--- config.mk ---
export PLATFORM = sky130hd
export DESIGN_NAME = nibble_dna_stream_decoder
export DESIGN_NICKNAME = d
export VERILOG_FILES = /design/src/hw/rtl/nds_pkg.sv /design/src/hw/rtl/nds_decode.sv /design/src/hw/rtl/nds_rsp_queue.sv /design/src/hw/rtl/nibble_dna_stream_decoder.sv
export SDC_FILE = /design/constraint.sdc
export NUM_CORES = 2
export LEC_CHECK = 0
export ABC_AREA = 1
export BUFFER_PORTS_ARGS = -buffer_cell sky130_fd_sc_hd__buf_2
export CORE_ASPECT_RATIO = 1.5
export CORE_MARGIN = 1.5
export CORE_UTILIZATION = 50
export DETAILED_ROUTE_END_ITERATION = 16
export GPL_ROUTABILITY_DRIVEN = 0
export PLACE_DENSITY = 0.66
export SLEW_MARGIN = 10
export SYNTH_ARGS = -nofsm -noshare
export SYNTH_HDL_FRONTEND = slang
export SYNTH_SLANG_ARGS = --single-unit
--- constraint.sdc ---
create_clock -name clock -period 8.08 [get_ports clock]
set_input_delay 0 -clock clock [delete_from_list [all_inputs] [get_ports clock]]
set_output_delay 0 -clock clock [all_outputs]
set_load 0.01 [all_outputs]
--- src/hw/rtl/nds_pkg.sv ---
// Shared types and constants for the nibble-packed DNA stream decoder.
// No dependencies; imported by nds_decode, nds_rsp_queue and the top level.
package nds_pkg;

   // Parse phase, one-hot
   typedef enum logic [4:0] {
      PH_SIG  = 5'b00001,
      PH_LEN  = 5'b00010,
      PH_SKIP = 5'b00100,
      PH_DATA = 5'b01000,
      PH_DONE = 5'b10000
   } phase_type;

   // Result status codes
   localparam logic [1:0] ST_BASE     = 2'd0;
   localparam logic [1:0] ST_EMPTY    = 2'd1;
   localparam logic [1:0] ST_BAD_HDR  = 2'd2;
   localparam logic [1:0] ST_PAST_END = 2'd3;

   // Register indexes
   localparam logic CSR_START_BASE = 1'b0;
   localparam logic CSR_MAX_LENGTH = 1'b1;

   localparam logic [30:0] MAX_LENGTH_RESET = 31'h7FFF_FFFF;

   // File signatures, assembled low byte first
   localparam logic [31:0] SIG_NORMAL  = 32'h6BE9_3D3A;
   localparam logic [31:0] SIG_SWAPPED = 32'h3A3D_E96B;

   // Result queue sizing
   localparam int RSP_DEPTH      = 8;
   localparam int RSP_PTR_BITS   = $clog2(RSP_DEPTH);
   localparam int RSP_CNT_BITS   = $clog2(RSP_DEPTH + 1);
   localparam int RSP_ACCEPT_LIM = RSP_DEPTH - 2;

   typedef struct packed {
      logic [6:0]  base_char;
      logic [1:0]  status;
      logic        last;
      logic [31:0] seq_length;
   } rsp_item_type;

   typedef struct packed {
      logic         valid;
      rsp_item_type item;
   } rsp_slot_type;

   // Nibble to ASCII: TCAGNXXX, lower case when bit 3 is set
   function automatic logic [6:0] base_lookup(input logic [3:0] nib);
      logic [6:0] upper;
      case (nib[2:0])
         3'd0:    upper = 7'h54;  // T
         3'd1:    upper = 7'h43;  // C
         3'd2:    upper = 7'h41;  // A
         3'd3:    upper = 7'h47;  // G
         3'd4:    upper = 7'h4E;  // N
         default: upper = 7'h58;  // X
      endcase
      return upper | {1'b0, nib[3], 5'b0_0000};
   endfunction

endpackage

--- src/hw/rtl/nds_decode.sv ---
// Input register plus header parser and nibble decoder; one item per cycle.
// Depends on nds_pkg. Emits up to two result slots per item.
module nds_decode #(
   parameter int LENGTH_BITS = 32
) (
   input  logic                 clock,
   input  logic                 reset,
   input  logic                 in_vld,
   input  logic [7:0]           in_data,
   input  logic                 in_sof,
   input  logic [30:0]          start_base,
   input  logic [30:0]          max_length,
   output logic                 pipe_vld,
   output nds_pkg::rsp_slot_type res0,
   output nds_pkg::rsp_slot_type res1
);
   import nds_pkg::*;

   // input register
   logic       pipe_vld_ff;
   logic [7:0] data_ff;
   logic       sof_ff;

   // parse state
   phase_type              phase_ff, phase_in;
   logic [1:0]             cnt_ff, cnt_in;
   logic [31:0]            sig_ff, sig_in;
   logic                   swp_ff, swp_in;
   logic [31:0]            len_ff, len_in;
   logic [29:0]            skip_ff, skip_in;
   logic [LENGTH_BITS-1:0] bases_ff, bases_in;
   logic [LENGTH_BITS-1:0] total_ff, total_in;
   logic                   odd_ff, odd_in;

   // state as seen by this item (start of file clears it)
   phase_type              cur_phase;
   logic [1:0]             cur_cnt;
   logic [31:0]            cur_sig;
   logic                   cur_swp;
   logic [31:0]            cur_len;
   logic [29:0]            cur_skip;
   logic [LENGTH_BITS-1:0] cur_bases;
   logic [LENGTH_BITS-1:0] cur_total;
   logic                   cur_odd;

   logic [31:0]            sig_asm;
   logic [31:0]            len_asm;
   logic [LENGTH_BITS-1:0] count_sat;
   logic [32:0]            diff;
   logic [31:0]            rem_min;
   logic [29:0]            skip_dec;
   logic                   fin1;
   logic                   fin2;

   assign cur_phase = sof_ff ? PH_SIG : phase_ff;
   assign cur_cnt   = sof_ff ? 2'd0 : cnt_ff;
   assign cur_sig   = sof_ff ? 32'd0 : sig_ff;
   assign cur_swp   = sof_ff ? 1'b0 : swp_ff;
   assign cur_len   = sof_ff ? 32'd0 : len_ff;
   assign cur_skip  = sof_ff ? 30'd0 : skip_ff;
   assign cur_bases = sof_ff ? '0 : bases_ff;
   assign cur_total = sof_ff ? '0 : total_ff;
   assign cur_odd   = sof_ff ? 1'b0 : odd_ff;

   assign sig_asm = cur_sig | (32'(data_ff) << {cur_cnt, 3'b000});
   assign len_asm = cur_swp ? {cur_len[23:0], data_ff}
                            : (cur_len | (32'(data_ff) << {cur_cnt, 3'b000}));

   // counts above the length cap saturate
   assign count_sat = ((len_asm >> LENGTH_BITS) != 32'd0) ? '1 : len_asm[LENGTH_BITS-1:0];
   assign diff      = {1'b0, 32'(count_sat)} - {2'b00, start_base};
   assign rem_min   = ({1'b0, max_length} < diff[31:0]) ? {1'b0, max_length} : diff[31:0];
   assign skip_dec  = (cur_skip != 30'd0) ? cur_skip - 30'd1 : 30'd0;
   assign fin1      = (cur_bases == LENGTH_BITS'(1));
   assign fin2      = (cur_bases == LENGTH_BITS'(2));

   always_comb begin
      phase_in = phase_ff;
      cnt_in   = cnt_ff;
      sig_in   = sig_ff;
      swp_in   = swp_ff;
      len_in   = len_ff;
      skip_in  = skip_ff;
      bases_in = bases_ff;
      total_in = total_ff;
      odd_in   = odd_ff;
      res0     = '0;
      res1     = '0;
      if (pipe_vld_ff) begin
         phase_in = cur_phase;
         cnt_in   = cur_cnt;
         sig_in   = cur_sig;
         swp_in   = cur_swp;
         len_in   = cur_len;
         skip_in  = cur_skip;
         bases_in = cur_bases;
         total_in = cur_total;
         odd_in   = cur_odd;
         case (cur_phase)
            PH_SIG: begin
               sig_in = sig_asm;
               cnt_in = cur_cnt + 2'd1;
               if (cur_cnt == 2'd3) begin
                  if (sig_asm == SIG_NORMAL) begin
                     swp_in   = 1'b0;
                     phase_in = PH_LEN;
                  end else if (sig_asm == SIG_SWAPPED) begin
                     swp_in   = 1'b1;
                     phase_in = PH_LEN;
                  end else begin
                     res0.valid       = 1'b1;
                     res0.item.status = ST_BAD_HDR;
                     res0.item.last   = 1'b1;
                     phase_in         = PH_DONE;
                  end
               end
            end
            PH_LEN: begin
               len_in = len_asm;
               cnt_in = cur_cnt + 2'd1;
               if (cur_cnt == 2'd3) begin
                  if (len_asm == 32'hFFFF_FFFF) begin
                     res0.valid       = 1'b1;
                     res0.item.status = ST_BAD_HDR;
                     res0.item.last   = 1'b1;
                     phase_in         = PH_DONE;
                  end else if (diff[32]) begin
                     res0.valid       = 1'b1;
                     res0.item.status = ST_PAST_END;
                     res0.item.last   = 1'b1;
                     phase_in         = PH_DONE;
                  end else if (rem_min == 32'd0) begin
                     res0.valid       = 1'b1;
                     res0.item.status = ST_EMPTY;
                     res0.item.last   = 1'b1;
                     phase_in         = PH_DONE;
                  end else begin
                     // rem_min never exceeds count_sat, so it fits
                     total_in = rem_min[LENGTH_BITS-1:0];
                     bases_in = rem_min[LENGTH_BITS-1:0];
                     skip_in  = start_base[30:1];
                     odd_in   = start_base[0];
                     phase_in = (start_base[30:1] != 30'd0) ? PH_SKIP : PH_DATA;
                  end
               end
            end
            PH_SKIP: begin
               skip_in = skip_dec;
               if (skip_dec == 30'd0) begin
                  phase_in = PH_DATA;
               end
            end
            PH_DATA: begin
               if (cur_bases != '0) begin
                  res0.valid          = 1'b1;
                  res0.item.status    = ST_BASE;
                  res0.item.base_char = base_lookup(cur_odd ? data_ff[3:0] : data_ff[7:4]);
                  res0.item.last      = fin1;
                  res0.item.seq_length = fin1 ? 32'(cur_total) : 32'd0;
                  odd_in   = 1'b0;
                  bases_in = cur_bases - LENGTH_BITS'(1);
                  if (fin1) begin
                     phase_in = PH_DONE;
                  end else if (!cur_odd) begin
                     // second base of the byte: low nibble
                     res1.valid           = 1'b1;
                     res1.item.status     = ST_BASE;
                     res1.item.base_char  = base_lookup(data_ff[3:0]);
                     res1.item.last       = fin2;
                     res1.item.seq_length = fin2 ? 32'(cur_total) : 32'd0;
                     bases_in = cur_bases - LENGTH_BITS'(2);
                     if (fin2) begin
                        phase_in = PH_DONE;
                     end
                  end
               end
            end
            default: begin
            end
         endcase
      end
   end

   always_ff @(posedge clock) begin
      if (reset) begin
         pipe_vld_ff <= 1'b0;
         phase_ff    <= PH_SIG;
         cnt_ff      <= 2'd0;
         sig_ff      <= 32'd0;
         swp_ff      <= 1'b0;
         len_ff      <= 32'd0;
         skip_ff     <= 30'd0;
         bases_ff    <= '0;
         total_ff    <= '0;
         odd_ff      <= 1'b0;
      end else begin
         pipe_vld_ff <= in_vld;
         phase_ff    <= phase_in;
         cnt_ff      <= cnt_in;
         sig_ff      <= sig_in;
         swp_ff      <= swp_in;
         len_ff      <= len_in;
         skip_ff     <= skip_in;
         bases_ff    <= bases_in;
         total_ff    <= total_in;
         odd_ff      <= odd_in;
      end
   end

   always_ff @(posedge clock) begin
      if (in_vld) begin
         data_ff <= in_data;
         sof_ff  <= in_sof;
      end
   end

   assign pipe_vld = pipe_vld_ff;

   // second slot only follows a plain, non-final base in the first
   a_res1_follows: assert property (@(posedge clock) disable iff (reset)
      res1.valid |-> (res0.valid && res0.item.status == ST_BASE && !res0.item.last))
      else $error("second result without a plain first base");

   // any final result ends the file
   a_last_done: assert property (@(posedge clock) disable iff (reset)
      ((res0.valid && res0.item.last) || (res1.valid && res1.item.last))
      |=> (phase_ff == PH_DONE))
      else $error("final result did not close the file");

   // a status result carries no character
   a_status_blank: assert property (@(posedge clock) disable iff (reset)
      (res0.valid && res0.item.status != ST_BASE)
      |-> (res0.item.base_char == 7'd0 && res0.item.last))
      else $error("status result with a character or without last");

endmodule

--- src/hw/rtl/nds_rsp_queue.sv ---
// Result queue: takes up to two items per cycle, hands out one per cycle while out_rdy is high.
// Depends on nds_pkg for the slot type and depth.
module nds_rsp_queue (
   input  logic                                  clock,
   input  logic                                  reset,
   input  nds_pkg::rsp_slot_type                 wr0,
   input  nds_pkg::rsp_slot_type                 wr1,
   output logic [nds_pkg::RSP_CNT_BITS-1:0]      count,
   output logic                                  out_vld,
   input  logic                                  out_rdy,
   output nds_pkg::rsp_item_type                 out_item
);
   import nds_pkg::*;

   rsp_item_type             slot_ff [RSP_DEPTH];
   rsp_item_type             slot_in [RSP_DEPTH];
   logic [RSP_CNT_BITS-1:0]  count_ff, count_in;
   logic [RSP_CNT_BITS-1:0]  fill;
   logic [1:0]               nwr;
   logic                     pop;

   assign nwr      = {1'b0, wr0.valid} + {1'b0, wr1.valid};
   assign pop      = out_vld && out_rdy;
   assign fill     = count_ff - RSP_CNT_BITS'(pop);
   assign count_in = fill + RSP_CNT_BITS'(nwr);

   // slot 0 is the head; a pop moves every entry down one place,
   // new items land right behind the last kept entry
   always_comb begin
      for (int i = 0; i < RSP_DEPTH - 1; i++) begin
         slot_in[i] = pop ? slot_ff[i + 1] : slot_ff[i];
      end
      slot_in[RSP_DEPTH-1] = slot_ff[RSP_DEPTH-1];
      if (wr0.valid) begin
         slot_in[fill[RSP_PTR_BITS-1:0]] = wr0.item;
      end
      if (wr1.valid) begin
         slot_in[fill[RSP_PTR_BITS-1:0] + RSP_PTR_BITS'(1)] = wr1.item;
      end
   end

   always_ff @(posedge clock) begin
      for (int i = 0; i < RSP_DEPTH; i++) begin
         slot_ff[i] <= slot_in[i];
      end
   end

   always_ff @(posedge clock) begin
      if (reset) begin
         count_ff <= '0;
      end else begin
         count_ff <= count_in;
      end
   end

   assign out_vld  = (count_ff != '0);
   assign out_item = slot_ff[0];
   assign count    = count_ff;

   a_no_overflow: assert property (@(posedge clock) disable iff (reset)
      count_ff <= RSP_CNT_BITS'(RSP_DEPTH))
      else $error("result queue overflow");

   a_wr_room: assert property (@(posedge clock) disable iff (reset)
      (wr0.valid || wr1.valid) |-> (count_in <= RSP_CNT_BITS'(RSP_DEPTH)))
      else $error("result queue written while full");

   a_wr_pair: assert property (@(posedge clock) disable iff (reset)
      wr1.valid |-> wr0.valid)
      else $error("second write without a first");

   a_head_hold: assert property (@(posedge clock) disable iff (reset)
      (out_vld && !out_rdy) |=> (out_vld && $stable(out_item)))
      else $error("head item changed while waiting");

endmodule

--- src/hw/rtl/nibble_dna_stream_decoder.sv ---
// Nibble-packed DNA stream decoder, top level.
// Depends on nds_pkg, nds_decode and nds_rsp_queue.
//
// Takes a packed DNA file one byte per item on req_ (tuser marks the first byte
// of a file). A 4-byte signature is checked in either byte order, then a 4-byte
// base count is read in that order; start_base/2 bytes are skipped and each
// following byte yields up to two ASCII bases (high nibble first, only the low
// nibble of the first byte when start_base is odd). Exactly
// min(max_length, count - start_base) bases come out on rsp_, the final one with
// tlast set and seq_length filled in. A bad signature, an all-ones count, a
// start past the end or an empty range give a single status item with tlast.
// Bytes after the final item are dropped until the next start of file.
// Flow: a byte is held in the input register, is decoded in one pass
// and its results land in an 8-entry queue; the next byte is taken while the
// queue has room for two results beyond the two that the byte in the input
// register may still add. With rsp_tready held high, data bytes are limited
// by the queue room (two bases per byte on a one-item-per-cycle output);
// header and skip bytes go at one per cycle once the queue holds four results
// or fewer. A byte's results pass the input register and then the queue
// before they are offered on rsp_.
// start_base and max_length are sampled on the last count byte; write them
// between files only.
module nibble_dna_stream_decoder #(
   parameter int LENGTH_BITS = 32
) (
   input  logic        clock,
   input  logic        reset,
   // input bytes
   input  logic        req_tvalid,
   output logic        req_tready,
   input  logic [7:0]  req_tdata,   // [7:0] data_byte
   input  logic        req_tuser,   // [0] start_of_file
   // results
   output logic        rsp_tvalid,
   input  logic        rsp_tready,
   output logic [39:0] rsp_tdata,   // [6:0] base_char, [38:7] seq_length, [39] zero
   output logic [1:0]  rsp_tuser,   // [1:0] status
   output logic        rsp_tlast,
   // register writes
   input  logic        csr_valid,
   output logic        csr_ready,
   input  logic        csr_index,
   input  logic [30:0] csr_data
);
   import nds_pkg::*;

   logic [30:0]             start_base_ff;
   logic [30:0]             max_length_ff;
   logic                    req_acc;
   logic                    pipe_vld;
   rsp_slot_type            res0;
   rsp_slot_type            res1;
   logic [RSP_CNT_BITS-1:0] q_count;
   rsp_item_type            q_item;

   // registers take a write every cycle
   assign csr_ready = 1'b1;

   always_ff @(posedge clock) begin
      if (reset) begin
         start_base_ff <= 31'd0;
         max_length_ff <= MAX_LENGTH_RESET;
      end else if (csr_valid) begin
         case (csr_index)
            CSR_START_BASE: start_base_ff <= csr_data;
            CSR_MAX_LENGTH: max_length_ff <= csr_data;
            default: begin
            end
         endcase
      end
   end

   // room for two results per byte, counting the byte in the input register
   assign req_tready = ((RSP_CNT_BITS + 1)'(q_count) + (pipe_vld ? (RSP_CNT_BITS + 1)'(2)
                                                                 : (RSP_CNT_BITS + 1)'(0)))
                       <= (RSP_CNT_BITS + 1)'(RSP_ACCEPT_LIM);
   assign req_acc    = req_tvalid && req_tready;

   nds_decode #(
      .LENGTH_BITS (LENGTH_BITS)
   ) u_decode (
      .clock      (clock),
      .reset      (reset),
      .in_vld     (req_acc),
      .in_data    (req_tdata),
      .in_sof     (req_tuser),
      .start_base (start_base_ff),
      .max_length (max_length_ff),
      .pipe_vld   (pipe_vld),
      .res0       (res0),
      .res1       (res1)
   );

   nds_rsp_queue u_queue (
      .clock    (clock),
      .reset    (reset),
      .wr0      (res0),
      .wr1      (res1),
      .count    (q_count),
      .out_vld  (rsp_tvalid),
      .out_rdy  (rsp_tready),
      .out_item (q_item)
   );

   assign rsp_tdata = {1'b0, q_item.seq_length, q_item.base_char};
   assign rsp_tuser = q_item.status;
   assign rsp_tlast = q_item.last;

endmodule

Word-level counts from Yosys, hierarchy flattened
Memory sizes are Yosys's and may differ from the RTL's.
Index checks and enable logic that the tools add are counted.

word-level totals
  memories kept = 1
  bits in writable memories = 336
  input port bits = 46
  output and inout port bits = 46
  flip-flop bits (word level) = 243
  logic and storage cells = 184

cells by class
  magnitude comparators = 6
  equality and inequality tests = 18
  reduce and logical (&&, ||, !) cells = 15
  muxes and demuxes = 111
  $add $sub $neg = 10
  shift operators = 1
  bitwise gates (word level) = 7

memory list
  name             words  width  rd ports  clocked after memory_dff  write ports  RTL line             RTL
  u_queue.slot_ff  8      42     8         0                         8            nds_rsp_queue.sv:15  rsp_item_type slot_ff [RSP_DEPTH];

operators with widths
  operator                                                count
  two-way mux 32 bit                                      23
  bitwise mux 336 bit                                     2
  two-way mux 336 bit                                     2
  two-way mux 42 bit                                      9
  two-way mux 43 bit                                      7
  demux 42 bit (select 3 bit)                             2
  two-way mux 30 bit                                      6
  two-way mux 5 bit                                       13
  OR 32 bit                                               2
  case mux 32 bit (2 select lines)                        1
  two-way mux 7 bit                                       9
  case mux 30 bit (2 select lines)                        1
  nonzero test 30 bit                                     2
  case mux 5 bit (5 select lines)                         2
  subtractor 32 x 31 -> 33 bit                            1
  equality test 32 x 1 -> 1 bit (second input constant)   1
  equality test 32 x 2 -> 1 bit (second input constant)   1
  equality test 32 x 30 -> 1 bit (second input constant)  1
  equality test 32 x 31 -> 1 bit (second input constant)  1
  equality test 32 bit (second input constant)            1
  zero test 32 bit                                        1
  less-than comparator 31 x 32 -> 1 bit                   1
  nonzero test 32 bit                                     1
  << shifter 8 x 5 -> 32 bit                              1
  other kinds (37)                                        77

Longest topological paths before layout
  depth after elaboration = 18
  gate-level depth with buffers = 46
  gate-level depth less buffers = 42

Hierarchy
Synthesis repeated with hierarchy kept, for this count alone.

second synthesis, totals
  cell total of the unflattened synthesis = 7021
  area total of the unflattened synthesis = 40896.7 um^2

modules (own cells, without submodules)
  module                     seq. area each (um^2)  cells an instance  area each (um^2)  instances
  nds_rsp_queue              6806.5                 3746               21642.0           1
  nds_decode                 3633.5                 2986               17040.1           1
  nibble_dna_stream_decoder  1241.2                 289                2214.6            1

Worst setup path before layout
No wires, ideal clock.

  path kind = flip-flop to flip-flop
  start = reg u_decode.sof_ff
  end = reg u_queue.count_ff[2] (netlist: u_queue.count[2])
  period minus slack after synthesis = 5930 ps
  path buffers = 5
  required time = 7952 ps
  setup time = 128 ps
  setup slack = 2150 ps
  arrival time = 5803 ps
  cell stages (with the launch flop) = 42
  cells stage by stage = edfxtp_1 -> inv_2 -> buf_6 -> nand2_2 -> buf_2 -> nand3_1 -> nand2_1 -> o21ai_0 -> ha_1 -> fa_1 -> nand3b_1 -> nand2_1 -> a21boi_0 -> o21ai_0 -> a21oi_1 -> nand2_1 -> nand2_1 -> ha_1 -> (+6 left out) -> nand2_2 -> nand2_4 -> buf_4 -> nand2_1 -> o21ai_1 -> nor2_1 -> nand2_1 -> nor2_1 -> nand2_1 -> nand3_2 -> nand2_2 -> nand2_4 -> buf_12 -> buf_2 -> fa_1 -> ha_1 -> xor2_1 -> nor2_1

between the ends
  cells in the longest elaborated chain, start to end = 16
  elaborated cells between the ends (all ways) = 41
  classes of those cells = add/sub: 3; order compare: 1; eq/ne: 8; shift: 1; mux: 24; bitwise: 2; reduce/logical: 2

RTL lines
  what                                   RTL line                            RTL
  start, declared                        nds_decode.sv:22                    logic sof_ff;
  start signal, assigned                 nds_decode.sv:213                   sof_ff <= in_sof;
  two-way mux 2 bit                      nds_decode.sv:56                    assign cur_cnt = sof_ff ? 2'd0 : cnt_ff;
  << shifter 8 x 5 -> 32 bit             nds_decode.sv:65, nds_decode.sv:67
  OR 32 bit                              nds_decode.sv:67                    : (cur_len | (32'(data_ff) << {cur_cnt, 3'b000}));
  two-way mux 32 bit                     nds_decode.sv:66                    assign len_asm = cur_swp ? {cur_len[23:0], data_ff}
  subtractor 32 x 31 -> 33 bit           nds_decode.sv:71                    assign diff = {1'b0, 32'(count_sat)} - {2'b00, start_base};
  less-than comparator 31 x 32 -> 1 bit  nds_decode.sv:72                    assign rem_min = ({1'b0, max_length} < diff[31:0]) ? {1'b0, max_length} : diff[31:0];
  two-way mux 32 bit                     nds_decode.sv:72
  zero test 32 bit                       nds_decode.sv:132                   end else if (rem_min == 32'd0) begin
  two-way mux 1 bit                      nds_decode.sv:132
  two-way mux 1 bit                      nds_decode.sv:127                   end else if (diff[32]) begin
  two-way mux 1 bit                      nds_decode.sv:122                   if (len_asm == 32'hFFFF_FFFF) begin
  two-way mux 1 bit                      nds_decode.sv:121                   if (cur_cnt == 2'd3) begin
  case mux 1 bit (3 select lines)        nds_decode.sv:99                    case (cur_phase)
  two-way mux 43 bit                     nds_decode.sv:89                    if (pipe_vld_ff) begin
  adder 1 x 1 -> 2 bit (*)               nds_rsp_queue.sv:22                 assign nwr = {1'b0, wr0.valid} + {1'b0, wr1.valid};
  adder 4 x 2 -> 4 bit (*)               nds_rsp_queue.sv:25                 assign count_in = fill + RSP_CNT_BITS'(nwr);
  end signal, assigned                   nds_rsp_queue.sv:52                 count_ff <= count_in;
  end, declared                          nds_rsp_queue.sv:17                 logic [RSP_CNT_BITS-1:0] count_ff, count_in;

Every way passes the cells marked *; elsewhere a longest branch is shown, timed or not.
A chain may end at the register's enable or synchronous reset.

==> impl_metrics.tcl <==
set metrics [dict create \
    cp_common_cell "nand2_1" \
    postRouteAntennaNets 0 \
    design_area_um2 40550 \
    syn-num-nets 6155 \
    num-fill-cells 7700 \
    grt_overflow 0 \
    yosys_warnings 0 \
    use_met2 0.6202 \
    die_h_um 338.7 \
    synth_common_cells "nand2_1, o21ai_0, inv_1" \
    nets 6020 \
    first_iter_violations 4294 \
    path_class "reg2reg" \
    slew_violations 0 \
    tightest_slew_ns 1.067 \
    cts_max_path_buffers 3 \
    grt_setup_unrepaired "false" \
    groute.layer.met1.usage 0.4147 \
    core_area_um2 74030 \
    area_growth_pct 7.943 \
    grtUsageTotal 0.3742 \
    worst_setup_path_end_kind "flop" \
    vdd_drop_max_mv 0.2536 \
    place_ws_ns 0.5748 \
    wl_um 147500 \
    synth.largest_area_cell "dfxtp_1" \
    setup_viol 0 \
    fin_ws_ns 0.4991 \
    dp_cells 6783 \
    synth.avg_cell_area_um2 6.226 \
    maxCapViolations 0 \
    ctsRootBufferMaster "clkbuf_16" \
    syn_inst 6034 \
    h-tree-depth 2 \
    start_util 0.5075 \
    synth_area_um2 37570 \
    clock-sinks 579 \
    numCtsBuffers 60 \
    async_flop_share 0 \
    required_ns 8.63 \
    yosys_most_used_dff "dfxtp_1" \
    synth_cell_types 61 \
    place_area_um2 38110 \
    fin_setup_tns_ns 0 \
    drc 0 \
    via_per_inst 5.947 \
    synth_top_area_share 0.3037 \
    port_buffers 89 \
    die_x_um 226.8 \
    synth_edf_count 9 \
    grt_util_met3 0.06171 \
    fmax_ghz 0.1319 \
    p_leak_nw 18.95 \
    start_kind "flop" \
    synth.ff_latch_count 579 \
    hold_violations 0 \
    critPathMaxFanout 49 \
    final.setup_skew_ns 0.02523 \
    cts_tree "yes" \
    fin_crit_sh 0.9382 \
    status "completed" \
    grt_pass1_vias 38390 \
    clkTransAtPathRegs_ns 0.06 \
    powerDensity_nw_per_um2 308.7 \
    clk_latency_ns 0.67 \
    grt_max_degree 217 \
    synth_most_common_cell "nand2_1" \
    netlist_top_cells_area "dfxtp_1, nand2_1, o21ai_0" \
    dieArea_um2 76820 \
    grt_pass1_wl_um 222800 \
    fp-row-count 122 \
    cp_data_arrival_time_ns 8.13 \
    period_needed_ns 7.581 \
    firstDrtPassIters 12 \
    antenna_found_initial 4 \
    drt-wirelength-per-cell_um 21.25 \
    cts_setup_buffers 0 \
    vias 41280 \
    drive_gt1_frac 0.06574 \
    slowest_stage "nor2_4" \
    io_pins 92 \
    critPathMaxStageDelay_ns 0.62 \
    hpwl_um 99040 \
    layout.cells.non_filler 6941 \
    max-slew-margin-rel 0.2887 \
    ys_seq_area_frac 0.3109 \
    grt-busiest-layer "met2" \
    hp-class "in2reg" \
]
-- final timing paths --
kind / start / endpoint / slack [ns] / cells after the start
hold / removal: csr_valid / max_length_ff[12] / 0.03 / 4
hold reg to reg: u_queue.slot_ff[1][160] / u_queue.slot_ff[1][160] / 0.44 / 2
setup reg to reg: u_decode.sof_ff / u_queue.slot_ff[1][159] / 0.50 / 39
setup / recovery: u_decode.sof_ff / u_queue.slot_ff[1][159] / 0.50 / 39
-- critical path, delay by kind of cell, from the launching register on --
kind	cells	cell delay, ns
buffers and inverters	4	0.74
DFF	1	0.43
adders and majority gates	3	0.81
and+or+nand+nor	24	3.51
AOI/OAI and AO/OA	8	1.96
-- repair_timing --
item / 4_1_cts / 5_1_grt
hold endpoints to repair: 94 / 0
hold buffers: 46 / 0
resized for setup: 0 / 2
setup endpoints to repair: 0 / 114
-- metal layers --
metal | part of all wire | up-vias
li1 | - | 19640
met1 | 0.36 | 18880
met3 | 0.076 | 697
met5 | 0.00056 | -
met4 | 0.094 | 8
met2 | 0.47 | 2056
-- stage by stage --
stage               hold slack [ns]    util  power, W
finish                      0.02909  0.5478   0.01252
global route                0.05649  0.5477   0.01345
CTS                         0.03054  0.5476   0.01241
detailed placement           0.1811  0.5147  0.009526
global placement             0.1872  0.5147  0.009443
floorplan                   0.09887       -  0.008276
-- cells by family after synthesis --
kind of cell             after synthesis  synth area share
AO/OA/AOI/OAI                       1528            0.2221
AND/OR/NAND/NOR                     2698            0.3024
adder cells (fa/ha/maj)               75           0.02538
multiplexers                          34          0.009059
XOR/XNOR                              44           0.01026
buffers and inverters               1074            0.1197
other                                  2         0.0001999
flip-flops                           579            0.3109
-- layout make-up --
| cell class | count | area (µm²) | area share |
|---|---|---|---|
| Timing Repair Buffer | 228 | 1742 | 0.04295 |
| Antenna cell | 1 | 2.502 | 0.00006171 |
| Inverter | 649 | 2452 | 0.06047 |
| Sequential cell | 579 | 11690 | 0.2881 |
| Tap cell | 992 | 1241 | 0.03061 |
| Clock inverter | 19 | 161.4 | 0.003980 |
| Multi-Input combinational cell | 4381 | 21460 | 0.5291 |
| Clock buffer | 92 | 1813 | 0.04471 |
-- sequential cells by signal, indices dropped and copies added, names as in the netlist, 2 cells and up --
signal             count
u_queue.slot_ff      336
u_decode.bases_ff     32
u_decode.len_ff       32
u_decode.sig_ff       32
u_decode.total_ff     32
max_length_ff         31
start_base_ff         31
u_decode.skip_ff      30
u_decode.data_ff       8
u_decode.phase_ff      5
u_queue.count          4
u_decode.cnt_ff        2
-- layout by cell type (no fill, tap or decap), types with 60 or more instances in the layout --
cell type and n:
nand2_1 1679, o21ai_0 803, inv_1 608, dfxtp_1 569
nand3_1 436, nor2_1 357, a21oi_1 344, o211ai_1 118
o21ai_1 92, buf_2 89, buf_4 82, a31oi_1 75
ha_1 73, clkbuf_16 61, nor3_1 60
-- report_power, final --
part / switching [W] / internal, W
Clock: 0.00128 / 0.00158
Sequential: 0.000370 / 0.00363
Combinational: 0.00372 / 0.00194
Power figures use the tool's default switching activity.
